--- src/rtl/core/jsu_pkg.sv ---
package jsu_pkg;

  localparam int MAX_RES = 4;
  localparam int RES_CNT_W = $clog2(MAX_RES + 1);

  localparam logic [1:0] ST_CLOSED   = 2'd0;
  localparam logic [1:0] ST_NO_QUOTE = 2'd1;
  localparam logic [1:0] ST_UNTERM   = 2'd2;

  typedef struct packed {
    logic [7:0] out_byte;
    logic       byte_valid;
    logic       string_done;
    logic [1:0] status;
    logic       last;
  } res_t;

  function automatic res_t mk_byte(input logic [7:0] b);
    res_t r;
    r.out_byte    = b;
    r.byte_valid  = 1'b1;
    r.string_done = 1'b0;
    r.status      = ST_CLOSED;
    r.last        = 1'b0;
    return r;
  endfunction

  function automatic res_t mk_done(input logic [1:0] st);
    res_t r;
    r.out_byte    = 8'h00;
    r.byte_valid  = 1'b0;
    r.string_done = 1'b1;
    r.status      = st;
    r.last        = 1'b0;
    return r;
  endfunction

endpackage

--- src/rtl/core/jsu_if.sv ---
interface jsu_in_if;
  logic       valid;
  logic       ready;
  logic [7:0] text_byte;
  logic       end_of_text;

  modport source (output valid, output text_byte, output end_of_text, input ready);
  modport sink   (input valid, input text_byte, input end_of_text, output ready);
endinterface

interface jsu_out_if;
  logic       valid;
  logic       ready;
  logic [7:0] out_byte;
  logic       byte_valid;
  logic       string_done;
  logic [1:0] status;
  logic       last;

  modport source (output valid, output out_byte, output byte_valid, output string_done,
                  output status, output last, input ready);
  modport sink   (input valid, input out_byte, input byte_valid, input string_done,
                  input status, input last, output ready);
endinterface

--- src/rtl/core/jsu_decode.sv ---
module jsu_decode (
  input  logic                           clk,
  input  logic                           rst_n,
  input  logic                           fire,
  input  logic [7:0]                     text_byte,
  input  logic                           end_of_text,
  output jsu_pkg::res_t [jsu_pkg::MAX_RES-1:0] res,
  output logic [jsu_pkg::RES_CNT_W-1:0]  res_cnt
);
  import jsu_pkg::*;

  typedef enum logic [2:0] {
    MODE_EXPECT,
    MODE_BODY,
    MODE_ESC,
    MODE_HEX,
    MODE_AFTER
  } mode_t;

  localparam logic [7:0] CH_QUOTE = 8'h22;
  localparam logic [7:0] CH_BSL   = 8'h5C;
  localparam logic [7:0] CH_U     = 8'h75;

  mode_t       mode_r, mode_nxt;
  logic [1:0]  hex_cnt_r, hex_cnt_nxt;
  logic [15:0] cp_r, cp_nxt;
  logic [7:0]  pend_r [3];
  logic [7:0]  pend_nxt [3];

  logic [7:0]  tail [3];
  logic [1:0]  tail_len;
  logic        finished;
  logic        stop;
  logic        esc;
  logic [RES_CNT_W-1:0] cnt;

  function automatic logic [7:0] esc_map(input logic [7:0] e);
    case (e)
      8'h6E:   return 8'h0A;
      8'h74:   return 8'h09;
      8'h72:   return 8'h0D;
      8'h62:   return 8'h08;
      8'h66:   return 8'h0C;
      default: return e;
    endcase
  endfunction

  function automatic logic [3:0] hex_val(input logic [7:0] h);
    if (h >= 8'h30 && h <= 8'h39) return 4'(h - 8'h30);
    if (h >= 8'h61 && h <= 8'h66) return 4'(h - 8'h57);
    if (h >= 8'h41 && h <= 8'h46) return 4'(h - 8'h37);
    return 4'd0;
  endfunction

  always_comb begin
    for (int j = 0; j < 3; j++) begin
      tail[j] = (2'(j) < hex_cnt_r) ? pend_r[j] : text_byte;
    end
    tail_len = hex_cnt_r + 2'd1;
  end

  always_comb begin
    mode_nxt    = mode_r;
    hex_cnt_nxt = hex_cnt_r;
    cp_nxt      = cp_r;
    pend_nxt    = pend_r;
    res         = '0;
    cnt         = '0;
    finished    = 1'b0;
    stop        = 1'b0;
    esc         = 1'b0;

    case (mode_r)
      MODE_EXPECT: begin
        if (text_byte != CH_QUOTE) begin
          res[cnt[1:0]] = mk_done(ST_NO_QUOTE); cnt = cnt + 1'b1;
          finished = 1'b1;
        end else if (end_of_text) begin
          res[cnt[1:0]] = mk_done(ST_UNTERM); cnt = cnt + 1'b1;
          finished = 1'b1;
        end else begin
          mode_nxt = MODE_BODY;
        end
      end
      MODE_BODY: begin
        if (text_byte == CH_QUOTE) begin
          res[cnt[1:0]] = mk_done(ST_CLOSED); cnt = cnt + 1'b1;
          finished = 1'b1;
        end else if (text_byte == CH_BSL && !end_of_text) begin
          mode_nxt = MODE_ESC;
        end else begin
          res[cnt[1:0]] = mk_byte(text_byte); cnt = cnt + 1'b1;
          if (end_of_text) begin
            res[cnt[1:0]] = mk_done(ST_UNTERM); cnt = cnt + 1'b1;
            finished = 1'b1;
          end
        end
      end
      MODE_ESC: begin
        if (text_byte == CH_U) begin
          hex_cnt_nxt = 2'd0;
          cp_nxt      = 16'h0000;
          mode_nxt    = MODE_HEX;
        end else begin
          res[cnt[1:0]] = mk_byte(esc_map(text_byte)); cnt = cnt + 1'b1;
          mode_nxt = MODE_BODY;
        end
        if (end_of_text) begin
          res[cnt[1:0]] = mk_done(ST_UNTERM); cnt = cnt + 1'b1;
          finished = 1'b1;
        end
      end
      MODE_HEX: begin
        if (end_of_text && hex_cnt_r != 2'd3) begin
          // re-read the gathered digits plus this byte as plain string text
          for (int j = 0; j < 3; j++) begin
            if (2'(j) < tail_len && !stop) begin
              if (esc) begin
                if (tail[j] != CH_U) begin
                  res[cnt[1:0]] = mk_byte(esc_map(tail[j])); cnt = cnt + 1'b1;
                end
                esc = 1'b0;
              end else if (tail[j] == CH_QUOTE) begin
                res[cnt[1:0]] = mk_done(ST_CLOSED); cnt = cnt + 1'b1;
                stop = 1'b1;
              end else if (tail[j] == CH_BSL && 2'(j + 1) < tail_len) begin
                esc = 1'b1;
              end else begin
                res[cnt[1:0]] = mk_byte(tail[j]); cnt = cnt + 1'b1;
              end
            end
          end
          if (!stop) begin
            res[cnt[1:0]] = mk_done(ST_UNTERM); cnt = cnt + 1'b1;
          end
          finished = 1'b1;
        end else begin
          cp_nxt = {cp_r[11:0], hex_val(text_byte)};
          if (hex_cnt_r != 2'd3) begin
            pend_nxt[hex_cnt_r] = text_byte;
            hex_cnt_nxt = hex_cnt_r + 2'd1;
          end else begin
            if (cp_nxt < 16'h0080) begin
              res[cnt[1:0]] = mk_byte(cp_nxt[7:0]); cnt = cnt + 1'b1;
            end else if (cp_nxt < 16'h0800) begin
              res[cnt[1:0]] = mk_byte(8'hC0 | {3'b000, cp_nxt[10:6]}); cnt = cnt + 1'b1;
              res[cnt[1:0]] = mk_byte(8'h80 | {2'b00, cp_nxt[5:0]}); cnt = cnt + 1'b1;
            end else begin
              res[cnt[1:0]] = mk_byte(8'hE0 | {4'h0, cp_nxt[15:12]}); cnt = cnt + 1'b1;
              res[cnt[1:0]] = mk_byte(8'h80 | {2'b00, cp_nxt[11:6]}); cnt = cnt + 1'b1;
              res[cnt[1:0]] = mk_byte(8'h80 | {2'b00, cp_nxt[5:0]}); cnt = cnt + 1'b1;
            end
            hex_cnt_nxt = 2'd0;
            mode_nxt    = MODE_BODY;
            if (end_of_text) begin
              res[cnt[1:0]] = mk_done(ST_UNTERM); cnt = cnt + 1'b1;
              finished = 1'b1;
            end
          end
        end
      end
      default: begin
        if (end_of_text) mode_nxt = MODE_EXPECT;
      end
    endcase

    if (finished) mode_nxt = end_of_text ? MODE_EXPECT : MODE_AFTER;

    if (cnt != '0) res[2'(cnt - 1'b1)].last = 1'b1;
    res_cnt = cnt;
  end

  always_ff @(posedge clk) begin
    if (!rst_n) begin
      mode_r    <= MODE_EXPECT;
      hex_cnt_r <= 2'd0;
      cp_r      <= 16'h0000;
    end else if (fire) begin
      mode_r    <= mode_nxt;
      hex_cnt_r <= hex_cnt_nxt;
      cp_r      <= cp_nxt;
    end
  end

  // digit bytes are read only after they were written
  always_ff @(posedge clk) begin
    if (fire) pend_r <= pend_nxt;
  end

endmodule

--- src/rtl/core/json_string_unescaper_core.sv ---
// Channel | Dir | Fields                                             | Handshake
// in_s    | in  | text_byte[7:0], end_of_text                        | valid/ready
// out_s   | out | out_byte[7:0], byte_valid, string_done, status, last | valid/ready
//
// A text byte is registered on accept and decoded from that register into 0 to 4
// results, which load into a 4-entry result buffer; the first result shows on
// out_s in the cycle after the load. One byte per cycle is sustained while each
// byte gives at most one result and out_s stays ready; a byte that gives more
// results holds the input while the buffer drains. Reset (rst_n low, synchronous)
// empties both stages and returns the decoder to waiting for an opening quote.
// Back pressure on out_s stalls the buffer and then in_s.
module json_string_unescaper_core (
  input  logic clk,
  input  logic rst_n,
  jsu_in_if.sink    in_s,
  jsu_out_if.source out_s
);
  import jsu_pkg::*;

  logic                 item_valid_r;
  logic [7:0]           item_byte_r;
  logic                 item_end_r;

  res_t                 buf_r [MAX_RES];
  logic [RES_CNT_W-1:0] cnt_r;

  res_t [MAX_RES-1:0]   dec_res;
  logic [RES_CNT_W-1:0] dec_cnt;

  logic                 pop;
  logic                 space;
  logic                 load;
  logic                 in_fire;

  assign pop     = (cnt_r != '0) && out_s.ready;
  assign space   = (cnt_r == '0) || (cnt_r == RES_CNT_W'(1) && out_s.ready);
  assign load    = item_valid_r && space;
  assign in_s.ready = !item_valid_r || load;
  assign in_fire = in_s.valid && in_s.ready;

  jsu_decode u_decode (
    .clk         (clk),
    .rst_n       (rst_n),
    .fire        (load),
    .text_byte   (item_byte_r),
    .end_of_text (item_end_r),
    .res         (dec_res),
    .res_cnt     (dec_cnt)
  );

  always_ff @(posedge clk) begin
    if (!rst_n) begin
      item_valid_r <= 1'b0;
    end else if (in_fire) begin
      item_valid_r <= 1'b1;
    end else if (load) begin
      item_valid_r <= 1'b0;
    end
  end

  always_ff @(posedge clk) begin
    if (in_fire) begin
      item_byte_r <= in_s.text_byte;
      item_end_r  <= in_s.end_of_text;
    end
  end

  always_ff @(posedge clk) begin
    if (!rst_n) begin
      cnt_r <= '0;
    end else if (load) begin
      cnt_r <= dec_cnt;
    end else if (pop) begin
      cnt_r <= cnt_r - 1'b1;
    end
  end

  // replace on load, otherwise shift toward the head on each transaction
  always_ff @(posedge clk) begin
    if (load) begin
      for (int i = 0; i < MAX_RES; i++) buf_r[i] <= dec_res[i];
    end else if (pop) begin
      for (int i = 0; i < MAX_RES - 1; i++) buf_r[i] <= buf_r[i + 1];
    end
  end

  assign out_s.valid       = (cnt_r != '0);
  assign out_s.out_byte    = buf_r[0].out_byte;
  assign out_s.byte_valid  = buf_r[0].byte_valid;
  assign out_s.string_done = buf_r[0].string_done;
  assign out_s.status      = buf_r[0].status;
  assign out_s.last        = buf_r[0].last;

endmodule

--- src/flat_wrapper.sv ---
// flat-port wrapper written by rule: the top's interface ports become plain ports
module json_string_unescaper_core_flat import jsu_pkg::*;
  (clk, rst_n, in_s_valid, in_s_text_byte, in_s_end_of_text, in_s_ready, out_s_valid, out_s_out_byte, out_s_byte_valid, out_s_string_done, out_s_status, out_s_last, out_s_ready);
  jsu_in_if in_s_i ();
  jsu_out_if out_s_i ();
  input  logic clk;
  input  logic rst_n;
  input wire logic [$bits(in_s_i.valid)-1:0] in_s_valid;
  input wire logic [$bits(in_s_i.text_byte)-1:0] in_s_text_byte;
  input wire logic [$bits(in_s_i.end_of_text)-1:0] in_s_end_of_text;
  output wire logic [$bits(in_s_i.ready)-1:0] in_s_ready;
  output wire logic [$bits(out_s_i.valid)-1:0] out_s_valid;
  output wire logic [$bits(out_s_i.out_byte)-1:0] out_s_out_byte;
  output wire logic [$bits(out_s_i.byte_valid)-1:0] out_s_byte_valid;
  output wire logic [$bits(out_s_i.string_done)-1:0] out_s_string_done;
  output wire logic [$bits(out_s_i.status)-1:0] out_s_status;
  output wire logic [$bits(out_s_i.last)-1:0] out_s_last;
  input wire logic [$bits(out_s_i.ready)-1:0] out_s_ready;
  assign in_s_i.valid = in_s_valid;
  assign in_s_i.text_byte = in_s_text_byte;
  assign in_s_i.end_of_text = in_s_end_of_text;
  assign in_s_ready = in_s_i.ready;
  assign out_s_valid = out_s_i.valid;
  assign out_s_out_byte = out_s_i.out_byte;
  assign out_s_byte_valid = out_s_i.byte_valid;
  assign out_s_string_done = out_s_i.string_done;
  assign out_s_status = out_s_i.status;
  assign out_s_last = out_s_i.last;
  assign out_s_i.ready = out_s_ready;
  json_string_unescaper_core u_core (.clk(clk), .rst_n(rst_n), .in_s(in_s_i), .out_s(out_s_i));
endmodule
--- config.mk ---
export PLATFORM = sky130hd
export DESIGN_NAME = json_string_unescaper_core_flat
export DESIGN_NICKNAME = d
export VERILOG_FILES = /design/src/rtl/core/jsu_pkg.sv /design/src/rtl/core/jsu_if.sv /design/src/rtl/core/jsu_decode.sv /design/src/rtl/core/json_string_unescaper_core.sv /design/src/flat_wrapper.sv
export SDC_FILE = /design/constraint.sdc
export NUM_CORES = 1
export LEC_CHECK = 0
export ABC_AREA = 1
export CAP_MARGIN = 20
export CORE_UTILIZATION = 50
export DETAILED_ROUTE_END_ITERATION = 8
export DONT_BUFFER_PORTS = 1
export GPL_TIMING_DRIVEN = 0
export HOLD_SLACK_MARGIN = 0.05
export PLACE_DENSITY_LB_ADDON = 0.25
export SYNTH_ARGS = -nofsm -noshare
export SYNTH_HDL_FRONTEND = slang
export SYNTH_SLANG_ARGS = --single-unit
--- constraint.sdc ---
create_clock -name clk -period 8.9 [get_ports clk]
set_input_delay 0.445 -clock clk [delete_from_list [all_inputs] [get_ports clk]]
set_output_delay 0.445 -clock clk [all_outputs]
set_load 0.02 [all_outputs]
==> impl_results.md, run 1 <==
- Fraction of layout cells with a size suffix above 1: 10.0%
- FF-to-FF setup slack: 4.13 ns
- Syn_nets: 1108
- Design area: 0.00807 sq mm
- Number of flops mapped to enable cells by yosys: 82
- Post-route clock period utilization: 53.6%
- Critical path cell sequence: inv_2 > buf_6 > ha_1 > inv_1 > nor2_1 > nand3_1 > nand2_1 > inv_1 > ha_1 > nand3b_1 > nand2_1 > nand2_1 > nand2_2 > inv_2 > ha_1 > inv_1 > nand4_1 > nand2_1 > ha_1 > nand2_2 > nand2_1 > nor3b_1 > o21ai_0 > nand2_1
- DP Cell Count: 1254
- Fin. Hold Viols: 0
- Top-area cell type share of the netlist area: 32.6%
- CP Launch Type: flop
- GRT Overall Usage: 31.6%
- Rel. slew slack: 39.8%
- Failing checks: design-rule violations
- Fillcell total: 1495
- Antenna viol nets, final: 0
- # resized after CTS: 0
- Postcts setup bufs: 0
- Finished Layout Cells: 1271
- P&R area growth vs syn: 6.93%
- Synthesized flop and latch total: 103
- Largest net degree at the start of global routing: 40
- Hold path endpoint: u_core.item_byte_r[2]
- Core ar.: 0.0146 sq mm
- Die height: 125 microns
- Avg Cell Area, Syn: 7.06 sq um
- Area post-placement: 0.00778 sq mm
- Setup ws final: 4.13 ns
- Reg-to-reg critical path startpoint: u_core.u_decode.hex_cnt_r[1]
- Initial antenna violation count: 0
- Critical path's largest stage delay: 0.53 ns
- Inserted Clock Buffers: 9
- Slew Viols, Final: 0
- Hold Path Class: in2reg
- Most area-hungry cell type in the Yosys netlist: edfxtp_1
- Status: finished, violations left
- Clock Latency Late Sink: 0.36 ns
- Sink Count: 103
- Commonest cells in the netlist: nand2_1 (358), inv_1 (109), nor2_1 (99)
- Drt wl/cell: 18.8 microns
- Minimum clock period: 4.77 ns
- Hpwl dp: 19.0 mm
- R2r worst-path depth: 24
- Clock transition at path regs: 0.07 ns
- TritonCTS clock tree: yes
- H-tree levels: 3
- VDD IR-drop max: 0.000134 V
- Fin util: 55.1%
- Register area: 0.00288 sq mm
- Number of top-level pins: 28
- Final setup viols: 0
- P per Cell Area: 219 mW/mm^2
- Clk_skew: 0.00707 ns
- Die Area: 0.0156 sq mm
- Final wirelength: 23.9 mm
- CP arrival: 4.86 ns
- Fmax: 0.210 GHz
- WS Path Type: reg2reg
- Unrepaired setup endpoints after global routing: no
- Pre-antenna DRT Iters: 8
- Sequential area share after synthesis: 38.2%
- Synth unique cells: 46
- Die X-Extent: 125 microns
- Worst hold stages: 0
- FP Rows: 44
- Crit path required time: 8.99 ns
- Total Power: 1.77 mW
- CTS Buffer Depth: 2
- Most used cell, CP: nand2_1
- Mapped Cells: 1069
- Synthesized area: 0.00754 sq mm
- Top post-synthesis cells by area: edfxtp_1 (33%), nand2_1 (18%), dfxtp_1 (5.6%), inv_1 (5.4%), nor2_1 (4.9%)
- Via count: 7301
- Synth warnings: 0
- Hold Path Origin: in_s_text_byte[2]
- # hold bufs at CTS: 0
- Primary FF master, synth: edfxtp_1
- Lkg Pwr: 3.66 nW
- # DRC: 4
- Clock root buffer: clkbuf_16
- Antenna diode count: 0
- Critical Path Sink Type: flop
- PortBufs: 0
- Post-route setup TNS: 0 ns
- Max-cap violations: 0
- Initial Utilization: 51.5%
- Most common cell in the netlist: nand2_1
- Number of global-route vias before repair: 6733
- Min Hold Slack: 0.181 ns
- Final RePlAce weighted congestion: 0.977
- Crit-path slowest cell: ha_1
- Vias per cell: 5.74
- R2R Path End: u_core.buf_r[0][4]
- Multi-input gate area in the final layout: 0.00401 sq mm
- GR Overflow Total: 0
- First-pass GRT wire length: 37.3 mm
- Worst slack, placed: 4.22 ns
- Actual transition at the worst max-transition pin: 0.900 ns
- Nets: 1121
- CP max FO: 11
- Asr flop ratio synth: 0%
- Iter 0 DRT Violations: 895
==> logic make-up (layout without fill, tap and decap cells) <==
group	after synthesis	in the layout	share of synthesized area (%)
flip-flops	103	103	38.2
buffers and inverters	158	176	8.64
AO/OA/AOI/OAI	166	166	12.9
adder cells (fa/ha/maj)	26	26	4.31
AND/OR/NAND/NOR	616	616	35.9
==> cell usage in the layout, fill, tap and decap left out, types with 5 or more instances in the layout <==
cell	Yosys	layout
o22ai_1	6	6
edfxtp_1	82	82
a211oi_1	7	7
a21oi_1	47	47
nand2_2	22	23
nand4_1	18	18
o21ai_1	24	24
o21ai_0	43	43
dfxtp_1	21	21
buf_6	6	6
nor2_2	14	14
nand3_1	60	60
buf_2	3	5
nor3_1	19	19
a31oi_1	5	5
o31ai_1	5	5
nand2_1	358	357
o21ai_2	5	5
clkbuf_1	13	13
clkbuf_16	0	9
a32oi_1	5	5
inv_2	19	19
inv_1	109	109
nor2_1	99	99
o211ai_1	5	5
ha_1	26	26
clkinv_1	5	6
==> metal layers <==
layer / global-route usage (%) / wire length [microns]
met1: 45.6 / 11100
met2: 47.5 / 10200
met3: 4.08 / 1750
met4: 13.3 / 865
met5: 0 / 0
==> layout make-up <==
class	count	area share (%)
repair buffers	2	0.124
inverters	134	6.27
plain buffers	24	1.82
clock inverters	7	0.683
clock buffers	9	2.79
flip-flops and latches	103	35.7
multi-input cells	808	49.7
well taps	184	2.85
==> critical path: cells and delay by family, from the launching register on <==
kind,cells,cell delay (ns)
buffers and inverters,6,0.67
and+or+nand+nor,13,1.71
adders and majority gates,4,1.30
AOI/OAI and AO/OA,1,0.35
DFF,1,0.46
==> registers in the layout, summed over array words and instances (netlist names) <==
signal	flops
u_core.u_decode.hex_cnt_r	2
u_core.u_decode.mode_r	3
u_core.cnt_r	3
u_core.u_decode.cp_r	12
u_core.item_end_r	1
u_core.buf_r	49
u_core.u_decode.pend_r	24
u_core.item_byte_r	8
u_core.item_valid_r	1
==> how the worst max path moves through the flow <==
stage,start,endpoint,slack [ns],depth (start not counted)
after global placement,u_core.u_decode.hex_cnt_r[1],u_core.buf_r[0][10],4.27,24
final,u_core.u_decode.hex_cnt_r[1],u_core.buf_r[0][4],4.13,24
after floorplan,u_core.u_decode.hex_cnt_r[1],u_core.buf_r[2][0],5.04,31
after CTS,u_core.u_decode.hex_cnt_r[1],u_core.buf_r[0][4],4.19,24
after detailed placement,u_core.u_decode.hex_cnt_r[1],u_core.buf_r[0][10],4.22,24
after global routing,u_core.u_decode.hex_cnt_r[1],u_core.buf_r[2][7],3.77,28
==> report_power, final <==
group | leakage (nW) | switching, mW | internal, mW
Sequential | 0.951 | 0.0909 | 0.700
Combinational | 2.58 | 0.448 | 0.149
Clock | 0.128 | 0.185 | 0.192
Note: power is estimated with default switching activity, not from simulation.
==> run 2: changes to the inputs <==
==> constraint.sdc (replaced) <==
create_clock -name clk -period 4.9 [get_ports clk]
set_input_delay 0.245 -clock clk [delete_from_list [all_inputs] [get_ports clk]]
set_output_delay 0.245 -clock clk [all_outputs]
set_load 0.02 [all_outputs]
==> impl_results.md, run 2 (synthesized netlist as in run 1, its figures left out) <==
- Status: finished, violations left
- Failing checks: design-rule violations
- Initial Utilization: 51.5% (unchanged)
- Hpwl dp: 19.0 mm (unchanged)
- CTS Buffer Depth: 2 (unchanged)
- Clk_skew: 0.00540 ns (-0.00167 ns)
- Hold path endpoint: u_core.cnt_r[2]
- Power share of the clock group: 21.3% (about the same)
- Clock root buffer: clkbuf_16
- Iter 0 DRT Violations: 908 (+1.5%)
- Cell Int Power: 1.90 mW (+82%)
- Hold Path Class: in2reg
- Nets: 1132 (+0.98%)
- R2r worst-path depth: 27 (+13%)
- Minimum clock period: 4.52 ns (-0.252 ns)
- Die Area: 0.0156 sq mm (unchanged)
- Unrepaired setup endpoints after global routing: no
- Antenna viol nets, final: 0 (unchanged)
- Reg-to-reg critical path startpoint: u_core.u_decode.hex_cnt_r[1]
- Vias per cell: 5.76 (+0.35%)
- Total Power: 3.22 mW (+82%)
- Most frequent cells in the layout: nand2_1 (356), inv_1 (109), nor2_1 (99)
- Largest net degree at the start of global routing: 40 (unchanged)
- Antenna diode count: 0 (unchanged)
- FF-to-FF setup slack: 0.38 ns (-3.75 ns)
- Crit path required time: 4.99 ns (-4.00 ns)
- R2R Path End: u_core.buf_r[0][4]
- Sw Share: 41.0% (about the same)
- Lkg Pwr: 3.71 nW (+1.2%)
- Max FFs per register: 49 (unchanged)
- Initial antenna violation count: 0 (unchanged)
- Clock Latency Late Sink: 0.35 ns (about the same)
- Final RePlAce weighted congestion: 0.977 (unchanged)
- Number of global-route vias before repair: 6819 (+1.3%)
- GR Util met2: 48.0% (+0.53 points)
- Worst hold stages: 3 (+3)
- Hold Path Origin: out_s_ready
- Sink Count: 103 (unchanged)
- Via count: 7390 (+1.2%)
- Worst slack, placed: 0.221 ns (-4.00 ns)
- H-tree levels: 3 (unchanged)
- Min Hold Slack: 0.283 ns (+0.102 ns)
- First-pass GRT wire length: 37.5 mm (+0.57%)
- # DRC: 4 (unchanged)
- Fin util: 55.9% (+0.79 points)
- Core ar.: 0.0146 sq mm (unchanged)
- Critical Path Sink Type: flop
- Drt wl/cell: 18.8 microns (-0.22%)
- VDD IR-drop max: 0.000244 V (+82%)
- Fillcell total: 1481 (-0.94%)
- P per Cell Area: 393 mW/mm^2 (+80%)
- CP arrival: 4.61 ns (-0.25 ns)
- P&R area growth vs syn: 8.48%
- Slew Viols, Final: 0 (unchanged)
- GRT Overall Usage: 31.7% (+0.14 points)
- CP Launch Type: flop
- Pre-antenna DRT Iters: 9 (+1)
- Final wirelength: 24.1 mm (+0.65%)
- Fmax: 0.221 GHz (+5.6%)
- Post-route setup TNS: 0 ns (unchanged)
- FP Rows: 44 (unchanged)
- Regs by FF count: u_core.buf_r x49, u_core.u_decode.pend_r x24, u_core.u_decode.cp_r x12
- Logic gate share of total power: 34.0% (+0.2 points)
- Die height: 125 microns (unchanged)
- Fin. Hold Viols: 0 (unchanged)
- Sequential Power Share: 44.7% (about the same)
- Rel. slew slack: 40.7% (+0.88 points)
- Final setup viols: 0 (unchanged)
- Fraction of layout cells with a size suffix above 1: 10.2% (+0.17 points)
- Multi-input gate area in the final layout: 0.00402 sq mm (+0.12%)
- PortBufs: 0 (unchanged)
- Met1 Use GR: 45.6% (about the same)
- Max-cap violations: 0 (unchanged)
- Most common cell after layout, fill and taps aside: nand2_1
- Die X-Extent: 125 microns (unchanged)
- CP max FO: 11 (unchanged)
- GR Overflow Total: 0 (unchanged)
- Post-route clock period utilization: 92.2% (+39 points)
- Actual transition at the worst max-transition pin: 0.886 ns (-0.0132 ns)
- Gr busiest metal: met2
- Inserted Clock Buffers: 9 (unchanged)
- Number of top-level pins: 28 (unchanged)
- Clock transition at path regs: 0.07 ns (about the same)
- Switching power: 1.32 mW (+82%)
- Register area: 0.00288 sq mm (about the same)
- TritonCTS clock tree: yes
- Setup ws final: 0.381 ns (-3.75 ns)
- WS Path Type: reg2reg
- Met3 usage: 4.08% (unchanged)
- Biggest register: u_core.buf_r
-- run 2: power groups by stage --
| stage | Sequential [mW] | Clock, mW | Combinational [mW] |
|---|---|---|---|
| finish | 1.44 | 0.685 | 1.09 |
| global route | 1.46 | 0.722 | 1.21 |
| CTS | 1.44 | 0.689 | 1.07 |
| detailed placement | 1.46 | 0 | 1.06 |
| global placement | 1.45 | 0 | 1.05 |
| floorplan | 1.42 | 0 | 0.758 |
-- run 2: cell type report --
cell class / count / share of cell area [%]
Multi-Input combinational cell: 808 / 49.1
Timing Repair Buffer: 13 / 1.47
Sequential cell: 103 / 35.3
Clock buffer: 9 / 2.75
Inverter: 134 / 6.18
Buffer: 24 / 1.79
Tap cell: 184 / 2.81
Clock inverter: 7 / 0.673
-- run 2: per-stage QoR --
step                cell area, sq um  instances
floorplan                       7540       1069
global placement                7770       1253
detailed placement              7780       1254
CTS                             8170       1281
global route                    8180       1282
finish                          8180       1282
-- run 2: repair_timing --
action                     CTS  global route
hold endpoints to repair    11             0
gates resized for setup      0             3
buffers inserted             0             0
hold buffers                11             0
setup endpoints to repair    0            21
-- run 2: worst max-delay path, cell delays in order, from the launching register on --
cell and delay, ns:
dfxtp_2 0.36, inv_2 0.07, buf_6 0.14, ha_2 0.27, buf_6 0.16, nand2_1 0.06
nand2_2 0.13, nand2_1 0.08, nor2_2 0.15, nand3_1 0.16, nand2_2 0.16, inv_1 0.13
ha_1 0.30, nand3b_1 0.16, nand2_1 0.07, nand2_1 0.08, nand2_2 0.12, inv_2 0.07
ha_1 0.26, inv_1 0.05, nand4_1 0.12, nand2_1 0.16, ha_1 0.20, nand2_2 0.10
nand2_1 0.15, nor3b_1 0.08, o21ai_0 0.35, nand2_1 0.11
-- run 2: how the worst max path moves through the flow --
stage / start / to / cells past startpoint
2_1_floorplan: u_core.u_decode.hex_cnt_r[1] / u_core.buf_r[2][0] / 31
3_3_place_gp: u_core.u_decode.hex_cnt_r[1] / u_core.buf_r[0][10] / 24
3_5_place_dp: u_core.u_decode.hex_cnt_r[1] / u_core.buf_r[0][10] / 24
4_1_cts: u_core.u_decode.hex_cnt_r[1] / u_core.buf_r[0][4] / 24
5_1_grt: u_core.u_decode.hex_cnt_r[1] / u_core.buf_r[2][7] / 28
6_report: u_core.u_decode.hex_cnt_r[1] / u_core.buf_r[0][4] / 27
-- run 2: metal layers --
layer / share of wire, % / wire, microns
met2: 43 / 10400
met5: 0 / 0
met4: 3.6 / 857
met3: 7.1 / 1710
met1: 46 / 11100
==> run 3: changes to the inputs <==
==> constraint.sdc (replaced) <==
create_clock -name clk -period 5.6 [get_ports clk]
set_input_delay 0.28 -clock clk [delete_from_list [all_inputs] [get_ports clk]]
set_output_delay 0.28 -clock clk [all_outputs]
set_load 0.02 [all_outputs]
==> impl_results.md, run 3 (synthesized netlist as in run 1, its figures left out) <==
- Switching power: 1.15 mW (-13%)
- Drt wl/cell: 18.8 microns (about the same)
- Register area: 0.00288 sq mm (about the same)
- Fillcell total: 1482 (+0.068%)
- Multi-input gate area in the final layout: 0.00401 sq mm (-0.12%)
- Clock Latency Late Sink: 0.36 ns (about the same)
- Iter 0 DRT Violations: 1042 (+15%)
- Fin. Hold Viols: 0 (unchanged)
- Via count: 7368 (-0.30%)
- Hpwl dp: 19.0 mm (unchanged)
- Final wirelength: 24.0 mm (-0.18%)
- WS Path Type: reg2reg
- Clock transition at path regs: 0.07 ns (about the same)
- FP Rows: 44 (unchanged)
- Clock root buffer: clkbuf_16
- CP arrival: 4.86 ns (+0.25 ns)
- Crit path buffers/inverters: 6 (unchanged)
- Power share of the clock group: 21.4% (about the same)
- Rel. slew slack: 41.2% (+0.54 points)
- Antenna viol nets, final: 0 (unchanged)
- Sequential Power Share: 44.7% (about the same)
- Regs by FF count: u_core.buf_r x49, u_core.u_decode.pend_r x24, u_core.u_decode.cp_r x12
- Final setup viols: 0 (unchanged)
- First-pass GRT wire length: 37.5 mm (about the same)
- Most frequent cells in the layout: nand2_1 (357), inv_1 (109), nor2_1 (99)
- Antenna diode count: 0 (unchanged)
- Most used cell, CP: nand2_1
- H-tree levels: 3 (unchanged)
- CP Launch Type: flop
- Fin util: 55.7% (-0.18 points)
- Slew Viols, Final: 0 (unchanged)
- Critical Path Sink Type: flop
- Die X-Extent: 125 microns (unchanged)
- Status: finished, violations left
- # DRC: 4 (unchanged)
- Post-route clock period utilization: 85.1% (-7.1 points)
- Clk_skew: 0.00737 ns (+0.00197 ns)
- Max-cap violations: 0 (unchanged)
- Sink Count: 103 (unchanged)
- VDD IR-drop max: 0.000213 V (-13%)
- Cell Int Power: 1.66 mW (-13%)
- Number of top-level pins: 28 (unchanged)
- Vias per cell: 5.76 (-0.14%)
- CTS Buffer Depth: 2 (unchanged)
- TritonCTS clock tree: yes
- Pre-antenna DRT Iters: 7 (-2)
- P&R area growth vs syn: 8.13%
- Initial antenna violation count: 0 (unchanged)
- Final RePlAce weighted congestion: 0.977 (unchanged)
- PortBufs: 0 (unchanged)
- Critical path's largest stage delay: 0.53 ns (+0.17 ns)
- Number of global-route vias before repair: 6801 (-0.26%)
- Initial Utilization: 51.5% (unchanged)
- Crit path required time: 5.69 ns (+0.70 ns)
- Max FFs per register: 49 (unchanged)
- Crit-path slowest cell: ha_1
- Critical path cell sequence: inv_2 > buf_6 > ha_1 > inv_1 > nor2_1 > nand3_1 > nand2_1 > inv_1 > ha_1 > nand3b_1 > nand2_1 > nand2_1 > nand2_2 > inv_2 > ha_1 > inv_1 > nand4_1 > nand2_1 > ha_1 > nand2_2 > nand2_1 > nor3b_1 > o21ai_0 > nand2_1
- Actual transition at the worst max-transition pin: 0.878 ns (-0.00809 ns)
- GR Overflow Total: 0 (unchanged)
- GRT Overall Usage: 31.7% (unchanged)
- Hold Path Class: in2reg
- Core ar.: 0.0146 sq mm (unchanged)
- Unrepaired setup endpoints after global routing: no
- Largest net degree at the start of global routing: 40 (unchanged)
- Most common cell after layout, fill and taps aside: nand2_1
- Nets: 1130 (-0.18%)
- Lkg Pwr: 3.70 nW (-0.20%)
- Biggest register: u_core.buf_r
- P per Cell Area: 345 mW/mm^2 (-12%)
- Post-route setup TNS: 0 ns (unchanged)
- Die height: 125 microns (unchanged)
- Logic gate share of total power: 33.8% (-0.2 points)
- Minimum clock period: 4.77 ns (+0.247 ns)
- Fmax: 0.210 GHz (-5.2%)
- Inserted Clock Buffers: 9 (unchanged)
- Sw Share: 41.0% (about the same)
- Cell family with most CP delay: simple AND/OR/NAND/NOR gates
- CP max FO: 11 (unchanged)
- Failing checks: design-rule violations
- Die Area: 0.0156 sq mm (unchanged)
- Fraction of layout cells with a size suffix above 1: 9.95% (-0.26 points)
[run 3: cell types whose count changed in the layout (fill, tap and decap cells not counted), sizes merged]
cell / delta
dlygate4sd3: -2
[run 3: layout make-up]
type	instances	area share [%]
clock inverters	7	0.675
inverters	134	6.20
plain buffers	24	1.80
repair buffers	11	1.23
well taps	184	2.82
multi-input cells	808	49.2
clock buffers	9	2.76
flip-flops and latches	103	35.3
[run 3: repair_timing]
| item | in CTS | in global routing |
|---|---|---|
| setup endpoints to repair | 0 | 0 |
| gates resized for setup | 0 | 0 |
| buffers inserted | 0 | 0 |
| hold endpoints to repair | 9 | 0 |
| hold buffers | 9 | 0 |
[run 3: path summary, 6_finish.rpt]
path / from / slack, ns / cells past startpoint / to
max reg2reg: u_core.u_decode.hex_cnt_r[1] / 0.83 / 24 / u_core.buf_r[0][4]
max: u_core.u_decode.hex_cnt_r[1] / 0.83 / 24 / u_core.buf_r[0][4]
min reg2reg: u_core.item_byte_r[3] / 0.48 / 0 / u_core.u_decode.pend_r[11]
min: rst_n / 0.06 / 2 / u_core.u_decode.mode_r[0]
[run 3: power by group through the flow]
| stage | clock network (mW) | registers (mW) | logic (mW) |
|---|---|---|---|
| 5_1_grt | 0.632 | 1.28 | 1.06 |
| 6_report | 0.602 | 1.26 | 0.952 |
| 4_1_cts | 0.603 | 1.26 | 0.939 |
| 3_5_place_dp | 0 | 1.27 | 0.929 |
| 3_3_place_gp | 0 | 1.27 | 0.916 |
| 2_1_floorplan | 0 | 1.25 | 0.663 |
[run 3: routing by layer]
layer  vias to the layer above  track usage (%)  share of wire (%)
met5                         -                0                  0
met4                         0             13.3                3.7
met3                        50             4.08                7.7
met2                       333             47.9                 43
met1                      3410             45.7                 46
li1                       3575                -                  -
[run 3: through the flow]
stage          hold slack, ns  std cells  cell area [sq um]  setup WS, ns  total power [mW]
6_report               0.0626       1280               8160         0.834              2.81
5_1_grt                0.0640       1280               8160         0.466              2.97
4_1_cts                0.0630       1279               8150         0.891              2.80
3_5_place_dp            0.379       1254               7780         0.921              2.20
3_3_place_gp            0.379       1253               7770         0.974              2.19
2_1_floorplan           0.379       1069               7540          1.74              1.91
